### src/rtl/alwc_pkg.sv
// ----------------------------------------------------------------------------
// alwc_pkg
// Shared constants and controller/datapath interface types for the
// whitespace compactor.
// ----------------------------------------------------------------------------
`default_nettype none

package alwc_pkg;

  // Held whitespace store in the quoted tail
  localparam int unsigned HeldDepth = 63;
  localparam int unsigned HeldCntW  = 6;

  // Character codes
  localparam logic [7:0] ChNul    = 8'd0;
  localparam logic [7:0] ChTab    = 8'd9;
  localparam logic [7:0] ChNl     = 8'd10;
  localparam logic [7:0] ChSpace  = 8'd32;
  localparam logic [7:0] ChQuote  = 8'd34;
  localparam logic [7:0] ChLParen = 8'd40;
  localparam logic [7:0] ChRParen = 8'd41;
  localparam logic [7:0] ChComma  = 8'd44;
  localparam logic [7:0] ChEof    = 8'd255;

  // Controller -> datapath
  typedef struct packed {
    logic accept;
    logic emit_flush;
    logic emit_pre;
    logic emit_main;
  } alwc_cmd_t;

  // Datapath -> controller
  typedef struct packed {
    logic dec_flush;   // incoming byte needs a flush of held whitespace
    logic dec_pre;     // incoming byte needs a prefix byte
    logic dec_main;    // incoming byte needs a main byte
    logic plan_pre;    // registered plan of the current transfer
    logic plan_main;
    logic held_last;   // one held byte left
    logic slot_free;   // output register can load this cycle
  } alwc_sts_t;

endpackage

`default_nettype wire

### src/rtl/alwc_dp.sv
// ----------------------------------------------------------------------------
// alwc_dp
// Datapath: line state, byte decode, held whitespace store and the output
// register.
// ----------------------------------------------------------------------------
`default_nettype none

module alwc_dp (
  input  wire logic                clk_i,
  input  wire logic                rst_ni,
  input  wire logic [7:0]          in_char_i,
  input  wire alwc_pkg::alwc_cmd_t cmd_i,
  output alwc_pkg::alwc_sts_t      sts_o,
  output logic                     out_valid_o,
  input  wire logic                out_ready_i,
  output logic [7:0]               out_char_o,
  output logic                     last_of_run_o,
  output logic                     overrun_o
);

  // Line state
  logic space_q, space_d;
  logic comma_q, comma_d;
  logic token_q, token_d;
  logic quoted_q, quoted_d;

  // Held whitespace store
  logic [alwc_pkg::HeldCntW-1:0]  cnt_q, cnt_d;
  logic [alwc_pkg::HeldDepth-1:0] tab_q, tab_d;

  // Plan of the accepted byte
  logic       plan_pre_q, plan_main_q, plan_ov_q, plan_hold_q, plan_tab_q;
  logic [7:0] pre_char_q, main_char_q;

  // Output register
  logic       out_valid_q, out_valid_d;
  logic [7:0] out_char_q, out_char_d;
  logic       out_last_q, out_last_d;
  logic       out_ov_q, out_ov_d;

  // Decode
  logic       is_eol, is_ws, is_tab, is_paren;
  logic       dec_flush, dec_pre, dec_main, dec_ov, dec_hold, held_clear, rearm;
  logic [7:0] pre_char, main_char;
  logic       load;

  assign is_eol   = (in_char_i == alwc_pkg::ChNl) || (in_char_i == alwc_pkg::ChEof) ||
                    (in_char_i == alwc_pkg::ChNul);
  assign is_tab   = (in_char_i == alwc_pkg::ChTab);
  assign is_ws    = is_tab || (in_char_i == alwc_pkg::ChSpace);
  assign is_paren = (in_char_i == alwc_pkg::ChLParen) || (in_char_i == alwc_pkg::ChRParen);

  // Per-byte decision and next line state
  always_comb begin
    space_d    = space_q;
    comma_d    = comma_q;
    token_d    = token_q;
    quoted_d   = quoted_q;
    dec_flush  = 1'b0;
    dec_pre    = 1'b0;
    dec_main   = 1'b0;
    dec_ov     = 1'b0;
    dec_hold   = 1'b0;
    held_clear = 1'b0;
    rearm      = 1'b0;
    pre_char   = alwc_pkg::ChSpace;
    main_char  = in_char_i;
    if (is_eol) begin
      dec_pre    = comma_q;
      pre_char   = alwc_pkg::ChComma;
      dec_main   = 1'b1;
      main_char  = alwc_pkg::ChNl;
      space_d    = 1'b0;
      comma_d    = 1'b0;
      token_d    = 1'b0;
      quoted_d   = 1'b0;
      held_clear = 1'b1;
    end else if (quoted_q) begin
      if (is_ws) begin
        dec_hold = 1'b1;
        if (cnt_q == alwc_pkg::HeldCntW'(alwc_pkg::HeldDepth)) begin
          dec_flush = 1'b1;
          dec_ov    = 1'b1;
        end
      end else begin
        dec_flush = (cnt_q != '0);
        dec_main  = 1'b1;
      end
    end else if (is_ws) begin
      // leading whitespace sets nothing
      space_d = token_q;
    end else if (in_char_i == alwc_pkg::ChComma) begin
      if (!comma_q) begin
        comma_d = 1'b1;
      end else begin
        // second comma goes out at once, the pending one stays
        dec_main = 1'b1;
        space_d  = 1'b0;
      end
    end else begin
      if (comma_q) begin
        dec_pre  = 1'b1;
        pre_char = alwc_pkg::ChComma;
        comma_d  = 1'b0;
        space_d  = 1'b0;
      end else if (space_q) begin
        if (is_paren) begin
          rearm = 1'b1;
        end else begin
          dec_pre = 1'b1;
        end
        space_d = 1'b0;
      end
      dec_main = 1'b1;
      if (in_char_i == alwc_pkg::ChQuote) begin
        quoted_d = 1'b1;
      end else begin
        token_d = !rearm;
      end
    end
  end

  // Held store: append or clear on transfer, shift out on flush
  always_comb begin
    cnt_d = cnt_q;
    tab_d = tab_q;
    if (cmd_i.accept) begin
      if (held_clear) begin
        cnt_d = '0;
        tab_d = '0;
      end else if (dec_hold && !dec_flush) begin
        tab_d[cnt_q] = is_tab;
        cnt_d        = cnt_q + alwc_pkg::HeldCntW'(1);
      end
    end else if (cmd_i.emit_flush) begin
      tab_d = tab_q >> 1;
      cnt_d = cnt_q - alwc_pkg::HeldCntW'(1);
      if (sts_o.held_last && plan_hold_q) begin
        // byte that found the store full is held after the flush
        tab_d[0] = plan_tab_q;
        cnt_d    = alwc_pkg::HeldCntW'(1);
      end
    end
  end

  // Output register load
  assign load = cmd_i.emit_flush || cmd_i.emit_pre || cmd_i.emit_main;

  always_comb begin
    out_char_d  = out_char_q;
    out_last_d  = out_last_q;
    out_ov_d    = out_ov_q;
    out_valid_d = out_ready_i ? 1'b0 : out_valid_q;
    if (cmd_i.emit_flush) begin
      out_char_d = tab_q[0] ? alwc_pkg::ChTab : alwc_pkg::ChSpace;
      out_last_d = sts_o.held_last && !plan_pre_q && !plan_main_q;
      out_ov_d   = plan_ov_q;
    end else if (cmd_i.emit_pre) begin
      out_char_d = pre_char_q;
      out_last_d = !plan_main_q;
      out_ov_d   = 1'b0;
    end else if (cmd_i.emit_main) begin
      out_char_d = main_char_q;
      out_last_d = 1'b1;
      out_ov_d   = 1'b0;
    end
    if (load) begin
      out_valid_d = 1'b1;
    end
  end

  // Control registers
  always_ff @(posedge clk_i or negedge rst_ni) begin
    if (!rst_ni) begin
      space_q     <= 1'b0;
      comma_q     <= 1'b0;
      token_q     <= 1'b0;
      quoted_q    <= 1'b0;
      cnt_q       <= '0;
      tab_q       <= '0;
      plan_pre_q  <= 1'b0;
      plan_main_q <= 1'b0;
      plan_hold_q <= 1'b0;
      out_valid_q <= 1'b0;
    end else begin
      cnt_q       <= cnt_d;
      tab_q       <= tab_d;
      out_valid_q <= out_valid_d;
      if (cmd_i.accept) begin
        space_q     <= space_d;
        comma_q     <= comma_d;
        token_q     <= token_d;
        quoted_q    <= quoted_d;
        plan_pre_q  <= dec_pre;
        plan_main_q <= dec_main;
        plan_hold_q <= dec_hold && dec_flush;
      end
    end
  end

  // Payload registers
  always_ff @(posedge clk_i) begin
    out_char_q <= out_char_d;
    out_last_q <= out_last_d;
    out_ov_q   <= out_ov_d;
    if (cmd_i.accept) begin
      plan_ov_q   <= dec_ov;
      plan_tab_q  <= is_tab;
      pre_char_q  <= pre_char;
      main_char_q <= main_char;
    end
  end

  // Status
  assign sts_o.dec_flush = dec_flush;
  assign sts_o.dec_pre   = dec_pre;
  assign sts_o.dec_main  = dec_main;
  assign sts_o.plan_pre  = plan_pre_q;
  assign sts_o.plan_main = plan_main_q;
  assign sts_o.held_last = (cnt_q == alwc_pkg::HeldCntW'(1));
  assign sts_o.slot_free = !out_valid_q || out_ready_i;

  assign out_valid_o   = out_valid_q;
  assign out_char_o    = out_char_q;
  assign last_of_run_o = out_last_q;
  assign overrun_o     = out_ov_q;

endmodule

`default_nettype wire

### src/rtl/alwc_ctrl.sv
// ----------------------------------------------------------------------------
// alwc_ctrl
// Controller: takes one byte at a time and sequences its results
// (held flush, prefix byte, main byte) into the output register.
// ----------------------------------------------------------------------------
`default_nettype none

module alwc_ctrl (
  input  wire logic                clk_i,
  input  wire logic                rst_ni,
  input  wire logic                in_valid_i,
  output logic                     in_ready_o,
  input  wire alwc_pkg::alwc_sts_t sts_i,
  output alwc_pkg::alwc_cmd_t      cmd_o
);

  localparam logic [1:0] StIdle  = 2'd0;
  localparam logic [1:0] StFlush = 2'd1;
  localparam logic [1:0] StPre   = 2'd2;
  localparam logic [1:0] StMain  = 2'd3;

  logic [1:0] state_q, state_d;

  // Next state and commands
  always_comb begin
    state_d    = state_q;
    cmd_o      = '0;
    in_ready_o = 1'b0;
    case (state_q)
      StIdle: begin
        in_ready_o = 1'b1;
        if (in_valid_i) begin
          cmd_o.accept = 1'b1;
          if (sts_i.dec_flush) begin
            state_d = StFlush;
          end else if (sts_i.dec_pre) begin
            state_d = StPre;
          end else if (sts_i.dec_main) begin
            state_d = StMain;
          end
        end
      end
      StFlush: begin
        if (sts_i.slot_free) begin
          cmd_o.emit_flush = 1'b1;
          if (sts_i.held_last) begin
            if (sts_i.plan_pre) begin
              state_d = StPre;
            end else if (sts_i.plan_main) begin
              state_d = StMain;
            end else begin
              state_d = StIdle;
            end
          end
        end
      end
      StPre: begin
        if (sts_i.slot_free) begin
          cmd_o.emit_pre = 1'b1;
          state_d = sts_i.plan_main ? StMain : StIdle;
        end
      end
      StMain: begin
        if (sts_i.slot_free) begin
          cmd_o.emit_main = 1'b1;
          state_d = StIdle;
        end
      end
      default: begin
        state_d = StIdle;
      end
    endcase
  end

  always_ff @(posedge clk_i or negedge rst_ni) begin
    if (!rst_ni) begin
      state_q <= StIdle;
    end else begin
      state_q <= state_d;
    end
  end

endmodule

`default_nettype wire

### src/rtl/assembly_line_whitespace_compactor_core.sv
// ----------------------------------------------------------------------------
// assembly_line_whitespace_compactor_core
// Normalizes assembly source lines one byte at a time.
// ----------------------------------------------------------------------------
// Usage:
//   Input channel in_valid_i/in_ready_o carries one source byte per transfer.
//   Output channel out_valid_o/out_ready_i carries one normalized byte per
//   transfer; last_of_run_o marks the final byte caused by an input byte and
//   overrun_o marks quoted whitespace flushed because the 63-entry hold store
//   was full. Bytes 10, 255 and 0 close the line with an optional comma and
//   a newline.
//   Timing: a byte that produces nothing is taken in the idle state; a byte
//   producing n results then loads them into the output register, one result
//   per cycle while the receiver does not stall, up to 63 held bytes for a
//   flush. The result sequencer is the limit: one output register load per
//   cycle, unless stalled. The input transfer moves the controller to its
//   flush, prefix or main state, which loads the first result.
//   When the receiver stalls, the output register holds its byte and the
//   sequencer waits; a new input byte is taken only after all results of the
//   previous one are loaded.
//   Reset (rst_ni low, asynchronous) clears the line state, the hold store
//   and the output valid; no clearing pass is needed.
// ----------------------------------------------------------------------------
`default_nettype none

module assembly_line_whitespace_compactor_core (
  input  wire logic       clk_i,
  input  wire logic       rst_ni,
  input  wire logic       in_valid_i,
  output logic            in_ready_o,
  input  wire logic [7:0] in_char_i,
  output logic            out_valid_o,
  input  wire logic       out_ready_i,
  output logic [7:0]      out_char_o,
  output logic            last_of_run_o,
  output logic            overrun_o
);

  alwc_pkg::alwc_cmd_t cmd;
  alwc_pkg::alwc_sts_t sts;

  alwc_ctrl u_ctrl (
    .clk_i      (clk_i),
    .rst_ni     (rst_ni),
    .in_valid_i (in_valid_i),
    .in_ready_o (in_ready_o),
    .sts_i      (sts),
    .cmd_o      (cmd)
  );

  alwc_dp u_dp (
    .clk_i         (clk_i),
    .rst_ni        (rst_ni),
    .in_char_i     (in_char_i),
    .cmd_i         (cmd),
    .sts_o         (sts),
    .out_valid_o   (out_valid_o),
    .out_ready_i   (out_ready_i),
    .out_char_o    (out_char_o),
    .last_of_run_o (last_of_run_o),
    .overrun_o     (overrun_o)
  );

  // A newline only closes a line, so it always ends its run
  a_nl_last : assert property (@(posedge clk_i) disable iff (!rst_ni)
    (out_valid_o && (out_char_o == alwc_pkg::ChNl)) |-> last_of_run_o)
    else $error("newline not marked last");

  // Overrun flushes carry whitespace only
  a_ov_ws : assert property (@(posedge clk_i) disable iff (!rst_ni)
    (out_valid_o && overrun_o) |->
      ((out_char_o == alwc_pkg::ChSpace) || (out_char_o == alwc_pkg::ChTab)))
    else $error("overrun on non-whitespace byte");

  // A stalled output transfer keeps its byte and flags
  a_out_hold : assert property (@(posedge clk_i) disable iff (!rst_ni)
    (out_valid_o && !out_ready_i) |=>
      (out_valid_o && $stable(out_char_o) && $stable(last_of_run_o) &&
       $stable(overrun_o)))
    else $error("output changed while stalled");

endmodule

`default_nettype wire

### config.mk
export PLATFORM = sky130hd
export DESIGN_NAME = assembly_line_whitespace_compactor_core
export DESIGN_NICKNAME = d
export VERILOG_FILES = /design/src/rtl/alwc_pkg.sv /design/src/rtl/alwc_dp.sv /design/src/rtl/alwc_ctrl.sv /design/src/rtl/assembly_line_whitespace_compactor_core.sv
export SDC_FILE = /design/constraint.sdc
export NUM_CORES = 1
export LEC_CHECK = 0
export CAP_MARGIN = 30
export CORE_AREA = 2 2 107 119
export CTS_BUF_LIST = sky130_fd_sc_hd__clkbuf_16
export DETAILED_ROUTE_END_ITERATION = 8
export DIE_AREA = 0 0 109 121
export DONT_BUFFER_PORTS = 1
export GPL_TIMING_DRIVEN = 1
export PLACE_DENSITY = 0.65
export SLEW_MARGIN = 25
export SYNTH_ARGS = -nofsm -noshare
export SYNTH_HDL_FRONTEND = slang
export SYNTH_HIERARCHICAL = 1
export SYNTH_SLANG_ARGS = --single-unit
### constraint.sdc
create_clock -name clk_i -period 2.6 [get_ports clk_i]
set_clock_uncertainty 0.15 [all_clocks]
set_input_delay 0.26 -clock clk_i [delete_from_list [all_inputs] [get_ports clk_i]]
set_output_delay 0.26 -clock clk_i [all_outputs]
set_load 0.02 [all_outputs]
==> flow_metrics.env, run 1 <==
export IMPL_outcome="completed"
export IMPL_port_buffer_count=0
export IMPL_worst_path_buf_inv=0
export IMPL_crit_family="simple AND/OR/NAND/NOR gates"
export IMPL_post_route_drc_count=0
export IMPL_path_cells="nor2_4, and2_4, nor2_1, nor2_1, nand3_1, o21ai_0, o22a_1"
export IMPL_synthFlopType="dfrtp_1"
export IMPL_place_hpwl_um=11500
export IMPL_antenna_found_initial=0
export IMPL_die_y_um=121
export IMPL_clkSinkCount=100
export IMPL_synthesis_nets=662
export IMPL_post_route_period_util_pct=97.6
export IMPL_drive_above_1_share_pct=13.2
export IMPL_cts_inserted_buffers=9
export IMPL_slowest_stage="dfrtp_1"
export IMPL_cpPeakStageDelay_ns=0.48
export IMPL_fin_total_pwr_uw=7990
export IMPL_drtIter0Drc=480
export IMPL_worst_pin_slew_ns=0.718
export IMPL_synth_area_top_cells="dfrtp_1, edfxtp_1, a21oi_1"
export IMPL_diodes=0
export IMPL_p_clk_share_pct=15.3
export IMPL_area_growth_syn_to_layout_pct=13.3
export IMPL_wl_um=17200
export IMPL_grt_max_degree=80
export IMPL_critPathRequiredTime_ns=2.74
export IMPL_internal_power_uw=4730
export IMPL_postRouteAntennaNets=0
export IMPL_fmax_mhz=394
export IMPL_clk_pin_slew_worst_paths_ns=0.07
export IMPL_comb_power_share_pct=49.6
export IMPL_rows=42
export IMPL_critPathArrivalTime_ns=2.67
export IMPL_core_um2=11900
export IMPL_seq_power_share_pct=35.1
export IMPL_postCtsSetupRepairBufs=0
export IMPL_yosysTopAreaCellShare_pct=33.8
export IMPL_dieWidth_um=109
export IMPL_cts_root_buf="clkbuf_16"
export IMPL_setup_violations=0
export IMPL_post_route_min_period_ns=2.54
export IMPL_end_kind="flip-flop"
export IMPL_report_final_hold_viol_count=0
export IMPL_switchingPower_uw=3260
export IMPL_crit_path_start_kind="flip-flop"
export IMPL_ios=24
export IMPL_swShare_pct=40.8
export IMPL_maxSlewViolCount=0
export IMPL_syn_avg_cell_area_um2=9.05
export IMPL_synth_cells=647
export IMPL_grt_pass1_wl_um=27700
export IMPL_tns_ns=0
export IMPL_max_vdd_ir_drop_uv=547
export IMPL_nets=683
export IMPL_final_cell_mix="dfrtp_1, a21oi_1, buf_4, o21ai_0, nor2_1"
export IMPL_maxCapViolCount=0
export IMPL_overflow=0
export IMPL_ff2ff_setup_slack_ns=0.06
export IMPL_dp_cells=803
export IMPL_dr_pass1_iters=5
export IMPL_ys_seq_area_share_pct=44.5
export IMPL_ys_ff_latch=100
export IMPL_slew_headroom_pct=51.9
export IMPL_cellLeakagePower_uw=0.00256
export IMPL_syn_area_um2=5860
export IMPL_crit_fanout=15
export IMPL_fin_cells=827
export IMPL_start_util_pct=49.1
export IMPL_cp_common_cell="nor2_1"
export IMPL_cts_tree="done"
export IMPL_place_gp_congestion=0.948
export IMPL_min_path_type="input pin to flip-flop"
export IMPL_grt_pass1_vias=5299
export IMPL_nFillCells=1073
export IMPL_htreeDepth=3
export IMPL_ys_warn_count=6
export IMPL_p_per_area_nw_per_um2=1200
export IMPL_die_area_um2=13200
export IMPL_yosysTopAreaCell="dfrtp_1"
export IMPL_viasPerCell=6.50
export IMPL_clock_path_buffers=2
export IMPL_ys_types=66
export IMPL_synth_edff_count=21
export IMPL_wl_per_cell_um=20.8
export IMPL_async_flop_share_pct=79.0
export IMPL_clkLatencyLatePin_ns=0.35
export IMPL_vias=5378
export IMPL_grt_setup_unrepaired="yes"
export IMPL_worst_setup_path_type="flip-flop to flip-flop"
export IMPL_track_usage_pct=27.5
export IMPL_layout_commonest_cell="dfrtp_1"
flip-flops by register name (all words and copies together) (netlist names), 2 cells and up:
signal / cells
u_dp/tab_q: 63
u_dp/cnt_q: 6
u_dp/main_char_q: 8
u_ctrl/state_q: 2
u_dp/out_char_o: 8
layout make-up:
class	count	area, um2	share of cell area [%]
tap	154	193	2.90
timing repair buffer	64	543	8.19
clock inverter	7	36.3	0.547
clock buffer	9	225	3.39
inverter	17	63.8	0.962
multi-input combinational	476	2970	44.7
sequential	100	2610	39.3
path summary, 6_finish.rpt:
| path | startpoint | endpoint | depth (start not counted) |
|---|---|---|---|
| min in group asynchronous | rst_ni | u_dp/plan_hold_q | 2 |
| setup reg to reg | u_ctrl/state_q[0] | u_dp/tab_q[33] | 7 |
| hold reg to reg | u_dp/tab_q[6] | u_dp/tab_q[6] | 1 |
| setup / recovery | u_ctrl/state_q[0] | u_dp/tab_q[33] | 7 |
| max in group asynchronous | rst_ni | u_dp/tab_q[51] | 2 |
| hold / removal | in_char_i[7] | u_dp/main_char_q[7] | 1 |
cell usage after synthesis, drive strengths merged (11+ instances only):
cell    count
a211oi     23
a21oi      75
and2       14
and3       12
buf        18
clkbuf     36
dfrtp      79
edfxtp     21
inv        17
nand2      43
nand3      12
nor2       45
nor2b      38
nor3       11
o21ai      54
o22a       15
o32a       16
cell families (layout without fill, tap and decap cells):
logic type / after synthesis / in the layout / synth area share (%)
AO/OA/AOI/OAI: 234 / 234 / 26.0
AND/OR/NAND/NOR: 224 / 224 / 20.7
flip-flops: 100 / 100 / 44.5
buffers and inverters: 71 / 97 / 5.38
multiplexers: 13 / 13 / 2.41
adder cells (fa/ha/maj): 3 / 3 / 0.641
XOR/XNOR: 2 / 2 / 0.299
repair_timing:
action | 4_1_cts | 5_1_grt
hold buffers | 8 | 0
gates resized for setup | 0 | 0
hold endpoints to repair | 85 | 0
endpoints found under the setup margin | 0 | 2
worst reg2reg max path, delay by kind of cell, from the launching register on:
kind	cells	cell delay, ns
compound gates	2	0.48
flops	1	0.48
simple gates	5	1.37
through the flow:
step	setup slack [ns]	hold WS (ns)	utilization (%)	cell area, um2
2_1_floorplan	0.0108	-0.186	-	5880
3_5_place_dp	-0.0154	-0.182	52.6	6270
5_1_grt	-0.00713	0.0183	55.6	6630
4_1_cts	0.132	0.0195	55.6	6630
3_3_place_gp	0.0423	-0.182	52.6	6270
6_report	0.0613	0.0220	55.6	6630
power groups by stage:
stage	logic [uW]	registers (uW)	clock network (uW)
after global routing	4370	2890	1300
after global placement	3760	2790	0
after CTS	3920	2800	1250
after floorplan	2870	2710	0
final	3960	2800	1220
after detailed placement	3870	2820	0
routing by layer:
layer  track usage (%)  share of wire, %
met1              35.2                41
met2              43.6                47
met3              4.83               7.0
met4              15.5               4.5
met5                 0                 0
Note: power is estimated with default switching activity, not from simulation.
==> run 2: changes to the inputs <==
PLACE_DENSITY = 0.66   (was 0.65)
==> run 2 against run 1 <==
  * Combinational power up 2%
  * First-iteration DRC count up 8.5%
  * Sequential share of layout area down 0.79 points
  * Die area unchanged
  * Count of clock-buffer cells in the layout up 1
  * Cell area up 2.1%
  * Worst hold slack better by 0.048 ns
  * Via count up 0.17%
  * Sequential power about the same
==> flow_metrics.env, run 2 (synthesis results as in run 1) <==
export IMPL_maxCapViolCount=0
export IMPL_viasPerCell=6.51
export IMPL_critPathArrivalTime_ns=2.61
export IMPL_clkLatencyLatePin_ns=0.35
export IMPL_final_cell_mix="dfrtp_1, a21oi_1, o21ai_0, buf_4, nand2_1"
export IMPL_nets=685
export IMPL_p_per_area_nw_per_um2=1230
export IMPL_setup_violations=0
export IMPL_report_final_hold_viol_count=0
export IMPL_clkSinkCount=100
export IMPL_place_ws_ns=-0.0210
export IMPL_end_kind="flip-flop"
export IMPL_largest_reg_flops=63
export IMPL_fmax_mhz=404
export IMPL_core_um2=11900
export IMPL_dr_pass1_iters=5
export IMPL_layout_commonest_cell="dfrtp_1"
export IMPL_cellLeakagePower_uw=0.00262
export IMPL_diodes=0
export IMPL_post_route_drc_count=0
export IMPL_critPathRequiredTime_ns=2.73
export IMPL_die_y_um=121
export IMPL_overflow=0
export IMPL_area_growth_syn_to_layout_pct=15.6
export IMPL_tns_ns=0
export IMPL_worst_pin_slew_ns=0.614
export IMPL_place_gp_congestion=0.953
export IMPL_worst_setup_path_type="flip-flop to flip-flop"
export IMPL_track_usage_pct=27.7
export IMPL_wl_um=17600
export IMPL_wl_per_cell_um=21.3
export IMPL_clock_path_buffers=2
export IMPL_htreeDepth=3
export IMPL_max_vdd_ir_drop_uv=579
export IMPL_ios=24
export IMPL_placed_area_um2=6310
export IMPL_port_buffer_count=0
export IMPL_place_hpwl_um=11800
export IMPL_rows=42
export IMPL_postRouteAntennaNets=0
export IMPL_grt_pass1_wl_um=28000
export IMPL_cts_inserted_buffers=9
export IMPL_min_path_type="input pin to flip-flop"
export IMPL_outcome="completed"
export IMPL_antenna_found_initial=0
export IMPL_vias=5387
export IMPL_fin_total_pwr_uw=8330
export IMPL_drive_above_1_share_pct=14.2
export IMPL_start_util_pct=49.1
export IMPL_ff2ff_setup_slack_ns=0.12
export IMPL_grt_setup_unrepaired="no"
export IMPL_clk_pin_slew_worst_paths_ns=0.07
export IMPL_crit_fanout=16
export IMPL_cts_root_buf="clkbuf_16"
export IMPL_dieWidth_um=109
export IMPL_post_route_min_period_ns=2.48
export IMPL_die_area_um2=13200
export IMPL_grt_pass1_vias=5240
export IMPL_grt_max_degree=80
export IMPL_postLayoutCellArea_um2=6770
export IMPL_slew_headroom_pct=58.7
export IMPL_largest_register="u_dp/tab_q"
export IMPL_post_route_period_util_pct=95.3
export IMPL_cts_tree="done"
export IMPL_drtIter0Drc=521
export IMPL_setup_ws_ns=0.122
export IMPL_crit_path_start_kind="flip-flop"
export IMPL_maxSlewViolCount=0
-- run 2: worst paths after layout --
path / startpoint / end / cells past startpoint
min: out_ready_i / u_dp/out_valid_o / 2
min reg2reg: u_dp/token_q / u_dp/token_q / 1
max reg2reg: u_ctrl/state_q[0] / u_dp/tab_q[30] / 7
max: u_ctrl/state_q[0] / u_dp/tab_q[30] / 7
min in group asynchronous: rst_ni / u_dp/plan_hold_q / 2
max in group asynchronous: rst_ni / u_dp/token_q / 2
-- run 2: final cells by class --
type                            instances  area [um2]
Clock buffer                           10         250
Sequential cell                       100        2610
Timing Repair Buffer                   66         598
Clock inverter                          5        76.3
Tap cell                              154         193
Inverter                               17        63.8
Multi-Input combinational cell        476        2980
Fill cell                            1035        5160
-- run 2: per-layer routing --
layer | GRT usage (%) | up-vias | share of wire, %
li1 | - | 2427 | -
met1 | 36.4 | 2690 | 42
met4 | 12.3 | 0 | 3.4
met5 | 0 | - | 0
met3 | 4.35 | 38 | 6.1
met2 | 45.0 | 232 | 49
-- run 2: critical path, stage by stage (launching register included) --
cell	delay, ns
dfrtp_1	0.49
nor2_4	0.15
and2_4	0.28
nand4b_1	0.30
nor3_2	0.30
nand2_1	0.31
o21ai_0	0.22
mux2_2	0.20
-- run 2: report_power, final --
group	internal (uW)	switching [uW]
combinational	1810	2220
sequential	2340	485
clock	892	581
total	5040	3290
-- run 2: through the flow --
stage               utilization, %  std cells  hold slack, ns
finish                        56.8        828          0.0699
global route                  56.8        828          0.0800
CTS                           56.6        827          0.0520
detailed placement            52.9        803          -0.181
global placement              52.9        803          -0.182
floorplan                        -        647          -0.186
-- run 2: repair_timing --
item                                    CTS  global route
setup buffers                             0             1
gates resized for setup                   1             4
hold endpoints to repair                 86             0
gates cloned                              0             0
hold buffers                              9             0
endpoints found under the setup margin   17            19
pin swaps                                 0             1
==> run 3: changes to the inputs <==
PLACE_DENSITY = 0.6   (was 0.66)
clock period = 2.65 ns   (was 2.6 ns; I/O delays follow)
==> run 3 against run 2 <==
  * First-iteration DRC count fell by 13%
  * Power fell by 3.5%
  * Non-clock buffer count fell by 5
  * Global-route usage rose by 1.0 points
  * Critical path type unchanged
  * Critical endpoint is now u_dp/tab_q[62]
  * Largest cell class unchanged
  * Largest power group unchanged
  * Sequential cell count did not move
  * Setup slack improved by 0.0063 ns
  * Wire length rose by 1.1%
  * Register-to-register slack barely moved
  * Via count fell by 2.8%
  * Sequential power fell by 2%
  * Critical path depth fell by 1
  * Fmax fell by 1.7%
==> flow_metrics.env, run 3 (synthesis results as in run 1) <==
export IMPL_report_final_hold_viol_count=0
export IMPL_maxCapViolCount=0
export IMPL_post_route_period_util_pct=95.2
export IMPL_post_route_drc_count=0
export IMPL_die_area_um2=13200
export IMPL_worst_setup_path_type="flip-flop to flip-flop"
export IMPL_cellLeakagePower_uw=0.00257
export IMPL_cts_tree="done"
export IMPL_clkSinkCount=100
export IMPL_htreeDepth=3
export IMPL_grt_pass1_wl_um=28800
export IMPL_timing_hold_ws_ns=0.0688
export IMPL_clock_path_buffers=2
export IMPL_clkLatencyLatePin_ns=0.35
export IMPL_critPathArrivalTime_ns=2.61
export IMPL_slew_headroom_pct=45.2
export IMPL_track_usage_pct=28.7
export IMPL_postLayoutCellArea_um2=6680
export IMPL_layout_commonest_cell="dfrtp_1"
export IMPL_port_buffer_count=0
export IMPL_slowest_stage="a211oi_1"
export IMPL_place_hpwl_um=12100
export IMPL_fmax_mhz=397
export IMPL_grt_pass1_vias=5256
export IMPL_ios=24
export IMPL_tns_ns=0
export IMPL_min_path_type="input pin to flip-flop"
export IMPL_path_cells="nor2_4, and2_4, o21ai_0, a211oi_1, nor2_1, a32o_1"
export IMPL_diodes=0
export IMPL_cts_root_buf="clkbuf_16"
export IMPL_drtIter0Drc=452
export IMPL_setup_ws_ns=0.128
export IMPL_largest_register="u_dp/tab_q"
export IMPL_core_um2=11900
export IMPL_die_y_um=121
export IMPL_rows=42
export IMPL_crit_fanout=9
export IMPL_postRouteAntennaNets=0
export IMPL_place_gp_congestion=0.940
export IMPL_setup_violations=0
export IMPL_grt_setup_unrepaired="no"
export IMPL_overflow=0
export IMPL_clk_pin_slew_worst_paths_ns=0.07
export IMPL_post_route_min_period_ns=2.52
export IMPL_wl_per_cell_um=21.6
export IMPL_wl_um=17800
export IMPL_end_kind="flip-flop"
export IMPL_cts_inserted_buffers=9
export IMPL_p_per_area_nw_per_um2=1200
export IMPL_largest_reg_flops=63
export IMPL_worst_pin_slew_ns=0.818
export IMPL_placed_area_um2=6240
export IMPL_outcome="completed"
export IMPL_critPathRequiredTime_ns=2.74
export IMPL_dieWidth_um=109
export IMPL_place_ws_ns=0.0636
export IMPL_nets=680
export IMPL_crit_path_start_kind="flip-flop"
export IMPL_viasPerCell=6.36
export IMPL_maxSlewViolCount=0
export IMPL_final_cell_mix="dfrtp_1, a21oi_1, o21ai_0, buf_4, nor2_1"
export IMPL_start_util_pct=49.1
export IMPL_area_growth_syn_to_layout_pct=14.1
export IMPL_vias=5238
export IMPL_antenna_found_initial=0
export IMPL_dr_pass1_iters=6
export IMPL_max_vdd_ir_drop_uv=629
export IMPL_drive_above_1_share_pct=13.3
export IMPL_cpPeakStageDelay_ns=0.60
export IMPL_grt_max_degree=80
[run 3: changes by cell type in the layout (fill, tap and decap cells not counted), moves of 2 or more]
cell,delta
buf_12,-3
nor2_1,+2
buf_4,-3
inv_6,+2
nor2_2,-2
[run 3: per-layer routing]
layer | routed length (um) | vias up | global-route usage, %
met3 | 1040 | 43 | 4.30
met1 | 7490 | 2569 | 37.6
li1 | - | 2424 | -
met5 | 0 | - | 0
met4 | 617 | 0 | 13.1
met2 | 8660 | 202 | 46.6
[run 3: final timing paths]
check,from,to,slack [ns],depth (start not counted)
worst max register to register,u_ctrl/state_q[0],u_dp/tab_q[62],0.13,6
worst max-delay path,u_ctrl/state_q[0],u_dp/tab_q[62],0.13,6
min in group asynchronous,rst_ni,u_dp/tab_q[18],0.29,2
max in group asynchronous,rst_ni,u_dp/quoted_q,1.69,2
worst min register to register,u_dp/tab_q[38],u_dp/tab_q[38],0.35,1
worst min-delay path,out_ready_i,u_dp/out_valid_o,0.07,2
[run 3: critical path: cells and delay by family (launching register included)]
| family | cells | cell delay, ns |
|---|---|---|
| AOI/OAI and AO/OA | 3 | 1.16 |
| DFF | 1 | 0.48 |
| and+or+nand+nor | 3 | 0.62 |
[run 3: final cells by class]
cell class / instances / area, um2
multi-input cells: 476 / 2970
inverters: 17 / 63.8
repair buffers: 61 / 527
flip-flops and latches: 100 / 2610
fillers: 1054 / 5250
clock inverters: 7 / 98.8
clock buffers: 9 / 225
well taps: 154 / 193
[run 3: repair_timing]
item	in CTS	in global routing
hold buffers	9	0
setup endpoints to repair	0	2
gates resized for setup	0	2
setup buffers	0	0
hold endpoints to repair	86	0
[run 3: through the flow]
| step | total power, uW | utilization, % | std cells |
|---|---|---|---|
| final | 8030 | 56.0 | 824 |
| after global routing | 8620 | 56.0 | 824 |
| after CTS | 8020 | 56.0 | 824 |
| after detailed placement | 6530 | 52.3 | 799 |
| after global placement | 6420 | 52.3 | 799 |
| after floorplan | 5480 | - | 647 |
[run 3: power by group]
group | switching [uW] | internal (uW)
registers | 468 | 2290
logic | 2150 | 1680
clock network | 602 | 835
